==> src/hw/rtl/index_sampler_without_replacement_top_macros.svh <==
// Assertion macros for the index sampler.
`ifndef INDEX_SAMPLER_WITHOUT_REPLACEMENT_TOP_MACROS_SVH
`define INDEX_SAMPLER_WITHOUT_REPLACEMENT_TOP_MACROS_SVH

// Same-cycle implication, checked on clk, off during reset.
`define ISW_ASSERT_IMP(lbl, ante, cons, msg) \
    lbl: assert property (@(posedge clk) disable iff (!rst_n) (ante) |-> (cons)) \
        else $error(msg);

// Next-cycle implication, checked on clk, off during reset.
`define ISW_ASSERT_NXT(lbl, ante, cons, msg) \
    lbl: assert property (@(posedge clk) disable iff (!rst_n) (ante) |=> (cons)) \
        else $error(msg);

`endif

==> src/hw/rtl/isw_pkg.sv <==
// Shared constants for the index sampler.
package isw_pkg;

    localparam int POP_MAX_DEF   = 1024;
    localparam int RAND_BITS_DEF = 32;

    localparam int CFG_W      = 11;
    localparam int CFG_IDX_W  = 2;
    localparam int WORD_W     = 32;
    localparam int OUT_IDX_W  = 10;

    localparam logic [CFG_IDX_W-1:0] REG_POPULATION   = 2'd0;
    localparam logic [CFG_IDX_W-1:0] REG_SAMPLE_COUNT = 2'd1;
    localparam logic [CFG_IDX_W-1:0] REG_ORDER_MODE   = 2'd2;

    localparam logic OP_DRAW    = 1'b0;
    localparam logic OP_RESTART = 1'b1;

    localparam logic MODE_RANDOM = 1'b0;
    localparam logic MODE_FLOYD  = 1'b1;

    localparam logic [CFG_W-1:0] POP_RESET    = 11'd1024;
    localparam logic [CFG_W-1:0] SAMPLE_RESET = 11'd1024;

endpackage

==> src/hw/rtl/isw_reduce.sv <==
// Range reduction of a random word: (word * span) >> RAND_BITS, registered.
module isw_reduce
    import isw_pkg::*;
#(
    parameter int RAND_BITS = RAND_BITS_DEF,
    parameter int CW        = $clog2(POP_MAX_DEF) + 1,
    parameter int IDXW      = $clog2(POP_MAX_DEF)
)
(
    input  logic              clk,
    input  logic              load,
    input  logic [WORD_W-1:0] word,
    input  logic [CW-1:0]     span,
    output logic [IDXW-1:0]   pick
);

    localparam int WW    = (RAND_BITS < WORD_W) ? RAND_BITS : WORD_W;
    localparam int PW    = WW + CW;
    localparam int EXT_W = RAND_BITS + CW;

    logic [WW-1:0]    word_eff;
    logic [PW-1:0]    prod;
    logic [EXT_W-1:0] prod_ext;
    logic [CW-1:0]    scaled;
    logic [IDXW-1:0]  pick_reg;
    logic [IDXW-1:0]  pick_next;

    assign word_eff = word[WW-1:0];
    assign prod     = PW'(word_eff) * PW'(span);
    assign prod_ext = EXT_W'(prod);
    // span <= POP_MAX, so the scaled value already lies below span
    assign scaled   = prod_ext[RAND_BITS +: CW];

    always_comb
    begin
        pick_next = pick_reg;
        if (load)
        begin
            pick_next = scaled[IDXW-1:0];
        end
    end

    always_ff @(posedge clk)
    begin
        pick_reg <= pick_next;
    end

    assign pick = pick_reg;

endmodule

==> config.mk <==
export PLATFORM = sky130hd
export DESIGN_NAME = isw_reduce
export DESIGN_NICKNAME = d
export VERILOG_FILES = /design/src/hw/rtl/index_sampler_without_replacement_top_macros.svh /design/src/hw/rtl/isw_pkg.sv /design/src/hw/rtl/isw_reduce.sv
export SDC_FILE = /design/constraint.sdc
export NUM_CORES = 1
export LEC_CHECK = 0
export BUFFER_PORTS_ARGS = -buffer_cell sky130_fd_sc_hd__clkbuf_2
export CORE_MARGIN = 10
export CORE_UTILIZATION = 45
export DETAILED_ROUTE_END_ITERATION = 6
export PLACE_DENSITY = 0.67
export SETUP_SLACK_MARGIN = 0.1
export SLEW_MARGIN = 20
export SYNTH_ARGS = -nofsm -noshare
export SYNTH_HDL_FRONTEND = slang
export SYNTH_SLANG_ARGS = --single-unit
==> constraint.sdc <==
create_clock -name clk -period 15.6 [get_ports clk]
set_clock_uncertainty 0.1 [all_clocks]
set_input_delay 3.12 -clock clk [delete_from_list [all_inputs] [get_ports clk]]
set_output_delay 3.12 -clock clk [all_outputs]
set_load 0.02 [all_outputs]
### After elaboration in Yosys (flattened, before gate mapping)

Index checks and enable logic that the tools add are counted.

* multiply operators: 1

Operator list (number)
* $mul A32 B11 Y42: 1

* bits in registers: 10
* input bits: 45
* output and inout bits: 10
* word-level logic and storage cells: 2

### Longest topological paths before layout

Gate-level depths: netlist (run 1).

* depth in word-level cells: 1
* mapped depth: 20
* mapped depth without buffers: 19

### Least setup slack after synthesis (run 1)

No wires, ideal clock.

* kind: in2reg
* from: input port span[5]
* to: register pick_reg[7], in the netlist pick[7] (data pin)
* setup time: 190 ps
* data arrival time: 7618 ps
* data required time: 15310 ps
* slack: 7692 ps
* cell stages on the path: 18
* buffers on the path: 1
* cells stage by stage: clkbuf_1 nand2_1 fa_1 inv_1 fa_1 fa_1 fa_1 inv_1 fa_1 inv_1 ha_1 nand4_1 nor3_1 o21ai_0 o211ai_1 nand4_2 and3_4 a2111oi_2

* cells in the longest elaborated chain, start to end: 1

RTL lines
* start: declaration: line isw_reduce.sv:13 `input logic [CW-1:0] span,`
* $mul A32 B11 Y42: line isw_reduce.sv:29 `assign prod = PW'(word_eff) * PW'(span);`
* named net prod[39]: line isw_reduce.sv:22 `logic [PW-1:0] prod;`
* end signal: assignment: line isw_reduce.sv:45 `pick_reg <= pick_next;`
* end: declaration: line isw_reduce.sv:25 `logic [IDXW-1:0] pick_reg;`

The timed path passes the listed nets, and every way through them passes these cells.
A chain may end at the register's enable or synchronous reset.

### Worst setup path in the final report (run 1)

Same ends and word-level chain as after synthesis.

==> summary by stage, run 1 <==
Floorplanning
The initial core utilization is 0.461. The core region is 22800 sq um. The total die area is 29900 sq um. Pin placement for this block handled 55 I/O pins. The site row count is 55. The chip height is 173 microns.

The die span in x is 173 microns.

Place
After legalization and detailed placement, the total HPWL measured 21600 microns. The global placer's final weighted congestion is 0.872. The total placed cells including tap cells is 1501.

The setup slack at placement is 6.39 ns. Input and output buffers added on the ports amount to 54.

Timing
The final number of hold-violating endpoints was 0. The maximum operating frequency is 110 MHz. The period utilization is 0.583. Setup violations remaining at the end of the flow were counted as 0. The post-layout worst setup margin is 6.50 ns. For the pin with the worst max-slew slack, the measured transition is 0.856 ns. Setup repair after global routing left no endpoint under its margin. The count of final max-slew check failures was 0. The worst pin sits at a relative slew slack of 0.429. The post-layout minimum cycle time is 9.10 ns. For the final routed database, the setup TNS stands at 0 ns.

Finish
The count of fill cells added during filler insertion is 2224. The area of combinational cells with multiple inputs is 9030 sq um. The sequential cell area is 300 sq um.

The antenna diode count is 0. Compared with the post-synthesis result, the final layout area differs by 4.68%. The final layout net count is 1580. The register with the most flip-flops in the layout has 10 of them. The final instance count without filler cells is 1505. Of the cells placed in the final design, the portion with a size suffix greater than 1 is 0.0545.

Setup path
The maximum net fanout on the critical path is 32. The required time of the critical path is 15.53 ns. The delay of the slowest cell on the worst path is 0.60 ns. Among the stages of the critical path, the cell type that occurs most often is sky130_fd_sc_hd__fa_1.

By startpoint and endpoint, the worst setup path is classified as in -> reg. The worst setup path is launched from an input pin. Walking the worst path, the cells encountered are clkbuf_2 > nand2_1 > fa_1 > inv_1 > fa_1 > fa_1 > fa_1 > inv_1 > fa_1 > inv_1 > ha_1 > a21oi_1 > o21ai_0 > a211oi_1 > o211ai_1 > nand4_2 > and3_4 > a2111oi_2. The data arrival time of the critical path is 9.03 ns. The critical path capture point type is a register. The standard cell with the maximum stage delay on the critical path is sky130_fd_sc_hd__clkbuf_2.

Clocking
The maximum clock path buffer count is 2. The number of cells upsized or downsized after cts is 0. The number of levels the H-tree was split into is 1. The clock root buffer is sky130_fd_sc_hd__clkbuf_16. The number of clock buffers inserted by TritonCTS is 3. The clock slew seen by the registers of the worst setup and hold paths is 0.04 ns. The number of buffers added to fix hold violations after cts is 0. The tree built by TritonCTS fans out to 10 sinks. TritonCTS built the clock tree. Post-CTS timing repair inserted 0 buffers for setup.

GRT
The initial antenna violation count is 0. In the global route stage, overall resource usage came out at 0.186. The global-route wire length before repair is 45700 microns. The number of global-route vias before repair is 8895.

Global routing finished with a remaining overflow of 0. The largest net degree at the start of global routing is 33.

Logic synthesis
The fraction of registers with async set or reset after synthesis is 0. The synthesized netlist occupies a cell area of 10500 sq um. The total nets after synthesis is 1588. The cell count after synthesis is 1201.

After synthesis, the mean cell area works out to 8.75 sq um. The share of synthesized area in the top cell type comes to 0.509. Counting flops and latches in the post-synthesis netlist gives 10. The number of distinct standard cells referenced by the synthesized netlist is 42.

The register area share after synthesis is 0.0286. The yosys synthesis warning count is 0. In this run, synthesis inferred 10 flip-flops with an integrated enable. Sorting the synthesized cells by area gives the leading types as sky130_fd_sc_hd__fa_1 51%, sky130_fd_sc_hd__ha_1 8.9%, sky130_fd_sc_hd__inv_1 8.8%. For this run, the leading register cell type out of synthesis is sky130_fd_sc_hd__edfxtp_1. The biggest area contributor in the post-synthesis netlist is sky130_fd_sc_hd__fa_1.

Power
Power spread over the standard cell area amounts to 202 nW/um^2. The maximum vdd drop is 0.000167 V. For this design the static power due to leakage is 0.00546 uW. The post-route total power is 2220 uW.

Drt
The remaining number of nets flagged by the antenna check after routing is 0. Across all layers, the routed design uses 8032 vias. Summed over all layers, the routed wires come to 27000 microns. For this block, the initial DRC count from the detailed router was 516. The detailed-route wire length per cell is 17.9 microns.

The number of search-and-repair iterations in the first detailed-routing pass is 6. The via count normalized by instance count is 5.34. The remaining routing DRC violations is 0.

Hold path
The classification of the worst-slack hold path is in -> reg.

Job
The tool flagged a number of max-cap violations equal to 0.

Run status
The flow ran to the end, and the final reports show no timing, DRC or antenna violations.
-- cell type report --
type,count,area share
clock buffer,3,0.00682
clock inverter,1,0.000341
inverter,245,0.0836
multi-input combinational,878,0.821
sequential,10,0.0273
tap,313,0.0356
timing repair buffer,55,0.0252
-- worst max-delay path, delay by kind of cell --
family / cells / cell delay (ns)
fa+ha+maj: 6 / 2.91
buf+inv: 4 / 0.74
compound gates: 5 / 1.58
simple gates: 3 / 0.63
-- synthesized netlist by cell type, drive strengths merged (2+ instances only) --
cell type and instances:
and2 144, o211ai 2, xnor2 8, nand3 5, a211oi 6, nand4 9, nor3 4, edfxtp 10
o21ai 27, a21oi 46, fa 267, xor2 5, nor2 11, ha 75, a221o 2, inv 245
clkbuf 68, o41ai 2, nand2 237, and3 3, a21o 8, o21bai 3
-- cells by family (layout without fill, tap and decap cells) --
group	count (synthesis)	in the layout	share of synthesized area
AO/OA/AOI/OAI	103	103	0.0590
AND/OR/NAND/NOR	420	420	0.192
buffers and inverters	313	304	0.112
flip-flops	10	10	0.0286
XOR/XNOR	13	13	0.0108
adder cells (fa/ha/maj)	342	342	0.598
-- layout by cell type (no fill, tap or decap), types with 2 or more instances in the layout --
master,instances
sky130_fd_sc_hd__a21oi_1,45
sky130_fd_sc_hd__clkbuf_16,3
sky130_fd_sc_hd__inv_1,245
sky130_fd_sc_hd__and2_1,144
sky130_fd_sc_hd__nand2_1,236
sky130_fd_sc_hd__a221o_1,2
sky130_fd_sc_hd__clkbuf_2,54
sky130_fd_sc_hd__ha_1,75
sky130_fd_sc_hd__xnor2_1,8
sky130_fd_sc_hd__and3_1,2
sky130_fd_sc_hd__nand4_1,8
sky130_fd_sc_hd__fa_1,267
sky130_fd_sc_hd__xor2_1,5
sky130_fd_sc_hd__o21ai_0,27
sky130_fd_sc_hd__o21bai_1,3
sky130_fd_sc_hd__a211oi_1,6
sky130_fd_sc_hd__nor3_1,4
sky130_fd_sc_hd__edfxtp_1,10
sky130_fd_sc_hd__o211ai_1,2
sky130_fd_sc_hd__nor2_1,11
sky130_fd_sc_hd__nand3_1,5
sky130_fd_sc_hd__a21o_1,8
-- worst paths after layout --
kind              startpoint  endpoint  slack (ns)  depth (start not counted)
setup / recovery     span[5]   pick[7]        6.50                         18
hold / removal          load   pick[9]        3.19                          1
-- power breakdown --
group / leakage, uW / switching, uW / internal [uW]
Combinational: 0.00533 / 1310 / 791
Clock: 0.0000385 / 10.9 / 33.5
Sequential: 0.0000977 / 3.88 / 72.6
-- per-stage QoR --
step / instance area (sq um) / hold WS [ns] / utilization
after global routing: 11000 / 3.21 / 0.483
after detailed placement: 10900 / 3.44 / 0.480
final: 11000 / 3.19 / 0.483
after floorplan: 10500 / 3.13 / -
after CTS: 11000 / 3.19 / 0.483
after global placement: 10900 / 3.43 / 0.480
-- routing by layer --
layer	track usage	wire [microns]
met1	0.229	10500
met2	0.328	13900
met5	0	0
met4	0.0485	671
met3	0.0340	1930
Note: power is estimated with default switching activity, not from simulation.
==> inputs of run 2 (changes only) <==
Clock period 15.6 ns to 9.45 ns, I/O delays scaled along.
==> run 2 against run 1 <==
Final area is 0.14% higher; critical path depth stayed put; first-iteration DRC count is 8.3% lower; power is 65% higher; die area stayed put; cell count is 0.13% higher; clock-buffer cell count stayed put; global-route usage is 0.069 points higher; sequential power is 66% higher; sequential share of layout area hardly changed; core utilization is 0.066 points higher; combinational power is 65% higher; critical endpoint unchanged; highest routed layer unchanged.
==> summary by stage, run 2 (same netlist as run 1, synthesis figures left out) <==
Run status
The run finished with clean final reports.

Hold path
The classification of the worst-slack hold path is in -> reg. The startpoint identified for the worst hold timing path is load.

Setup path
For the worst setup path, the data required time is 9.38 ns. The kind of cell adding the most delay to the critical path is adder cells. The critical path is of the in -> reg type.

The count of buffer and inverter cells on the critical path is 4. The delay of the slowest cell on the worst path is 0.60 ns. In this run the worst path has a maximum fanout of 32. The critical path launch point is span[5]. Among all stages on the critical path, the largest delay is contributed by sky130_fd_sc_hd__clkbuf_2.

By instance count, the cell type seen most on the critical path is sky130_fd_sc_hd__fa_1. The kind of start point of the critical path is an input pin. The signal on the critical path passes through clkbuf_2 > nand2_1 > fa_1 > inv_1 > fa_1 > fa_1 > fa_1 > inv_1 > fa_1 > inv_1 > ha_1 > nand2_1 > o21ai_0 > a211oi_1 > o211ai_1 > nand4_2 > and3_4 > a2111oi_2. The data arrival time of the critical path is 7.89 ns. The critical path capture point type is a register.

Power
The net switching power is 2180 uW. In this run the static leakage power is 0.00547 uW. The design internal power is 1480 uW. Of the total power, the share spent switching nets is 0.595. The power density over cell area is 332 nW/um^2.

Of the total power, the clock network draws 0.020. The share of total power dissipated in sequential elements is 0.035. The maximum vdd drop is 0.000345 V.

Summing internal, switching and leakage power gives 3660 uW. The combinational group share of total power is 0.945.

Timing
The slew at the pin closest to its max-slew limit is 0.867 ns. The maximum operating frequency is 126 MHz. The final number of setup-violating endpoints is 0.

The count of final max-slew check failures is 0. Setup repair after global routing left no endpoint under its margin. The worst relative slew slack is 0.422.

The final number of hold-violating endpoints came to 0. The post-layout minimum cycle time is 7.96 ns. Setup total negative slack on the finished layout was measured at 0 ns. Final hold analysis gives a worst-case slack of 1.96 ns.

The period utilization is 0.843.

GRT
The global router's overall resource usage is 0.187. The met1 track utilization from global routing is 0.232. For this run the aggregate overflow at the end of global routing stands at 0. For met3 alone, demand over resource in global routing was 0.0274. Entering global routing, the biggest net connects 33 pins.

The initial antenna violation count is 0. The number of global-route vias before repair is 8839. In this run the most used layer during global routing was met2. The met2 track demand over resource in global routing is 0.326. The first global-routing pass estimated 45700 microns of wire.

Drt
The via count normalized by instance count is 5.35. For this run, design rule violations remaining after detail routing come to 0. In this run, the number of DRC markers left after iteration 0 of detailed routing was 473. After detailed routing, the average wire length per cell comes to 18.0 microns.

The total detailed-routing wirelength is 27200 microns. In this run the remaining antenna-violating nets after routing total 0. The number of search-and-repair iterations in the first detailed-routing pass is 5. The number of vias in the routed layout is 8069.

Clocking
TritonCTS built the clock tree. In this run the deepest clock path goes through 2 buffers. The number of cells upsized or downsized after cts is 0. The tree built by TritonCTS fans out to 10 sinks. Counting the buffers created by CTS gives 3.

The number of buffers inserted to repair setup after CTS is 0. The tree is rooted in a sky130_fd_sc_hd__clkbuf_16. The number of levels the H-tree was split into is 1. For this design, the CTS-stage hold fixing added 0 buffers. After clock tree synthesis, the clock-pin slew on the worst setup and hold paths is 0.04 ns.

Finish
The most frequent standard cell in the layout excluding fill and tap cells is sky130_fd_sc_hd__fa_1. The count of fill cells added during filler insertion is 2160. The number of flip-flops in the largest register is 10. The library cells used most frequently in the layout, excluding fill and tap cells, are 267 x sky130_fd_sc_hd__fa_1, 245 x sky130_fd_sc_hd__inv_1, 236 x sky130_fd_sc_hd__nand2_1. The share of post-route cells with drive strength above 1 is 0.0561. 0 antenna diodes ended up in the layout.

Relative to the synthesized area, the layout overhead comes to 4.82%. At the end of the flow, the number of nets in the layout was 1582.

Floorplanning
The die span in x is 173 microns. The floorplan step defined a core boundary enclosing 22800 sq um. The site row count is 55.

The initial utilization of the core area, before any placement, comes to 0.461. The total I/O pin count is 55. The chip height is 173 microns. The total die area is 29900 sq um.

Place
The HPWL after detailed placement is 21900 microns. The count of port buffers added during placement is 54. Routability-driven placement finished with a final weighted congestion of 0.890.

Job
The total of max-cap violations is 0.
run 2: cell types whose count changed in the layout (fill, tap and decap cells not counted), sizes merged:
cell | previous run | this run
buf | 1 | 3
run 2: power groups by stage:
stage	Sequential (uW)	Clock (uW)	Combinational, uW
detailed placement	127	0	3440
floorplan	156	0	2460
global placement	128	0	3400
finish	127	73.3	3460
CTS	128	74.5	3460
global route	130	78.1	3960
run 2: worst paths after layout:
path / to / slack, ns / cells past startpoint
hold / removal: pick[9] / 1.96 / 1
setup / recovery: pick[7] / 1.49 / 18
run 2: through the flow:
stage | util | cell area, sq um | setup WS, ns | std cells
floorplan | - | 10500 | 2.77 | 1201
global placement | 0.480 | 10900 | 1.51 | 1503
detailed placement | 0.480 | 10900 | 1.43 | 1503
CTS | 0.484 | 11000 | 1.65 | 1507
global route | 0.484 | 11000 | 1.40 | 1507
finish | 0.484 | 11000 | 1.49 | 1507
run 2: metal layers:
layer / vias up / routed length, microns
li1: 3549 / -
met1: 4171 / 10700
met2: 285 / 13600
met3: 64 / 1860
met4: 0 / 1040
met5: - / 0
run 2: final cells by class:
class	instances	area, sq um	share of cell area
multi-input cells	878	9030	0.820
flip-flops and latches	10	300	0.0273
clock buffers	3	75.1	0.00681
clock inverters	1	3.75	0.000341
inverters	245	920	0.0835
repair buffers	57	293	0.0266
well taps	313	392	0.0355
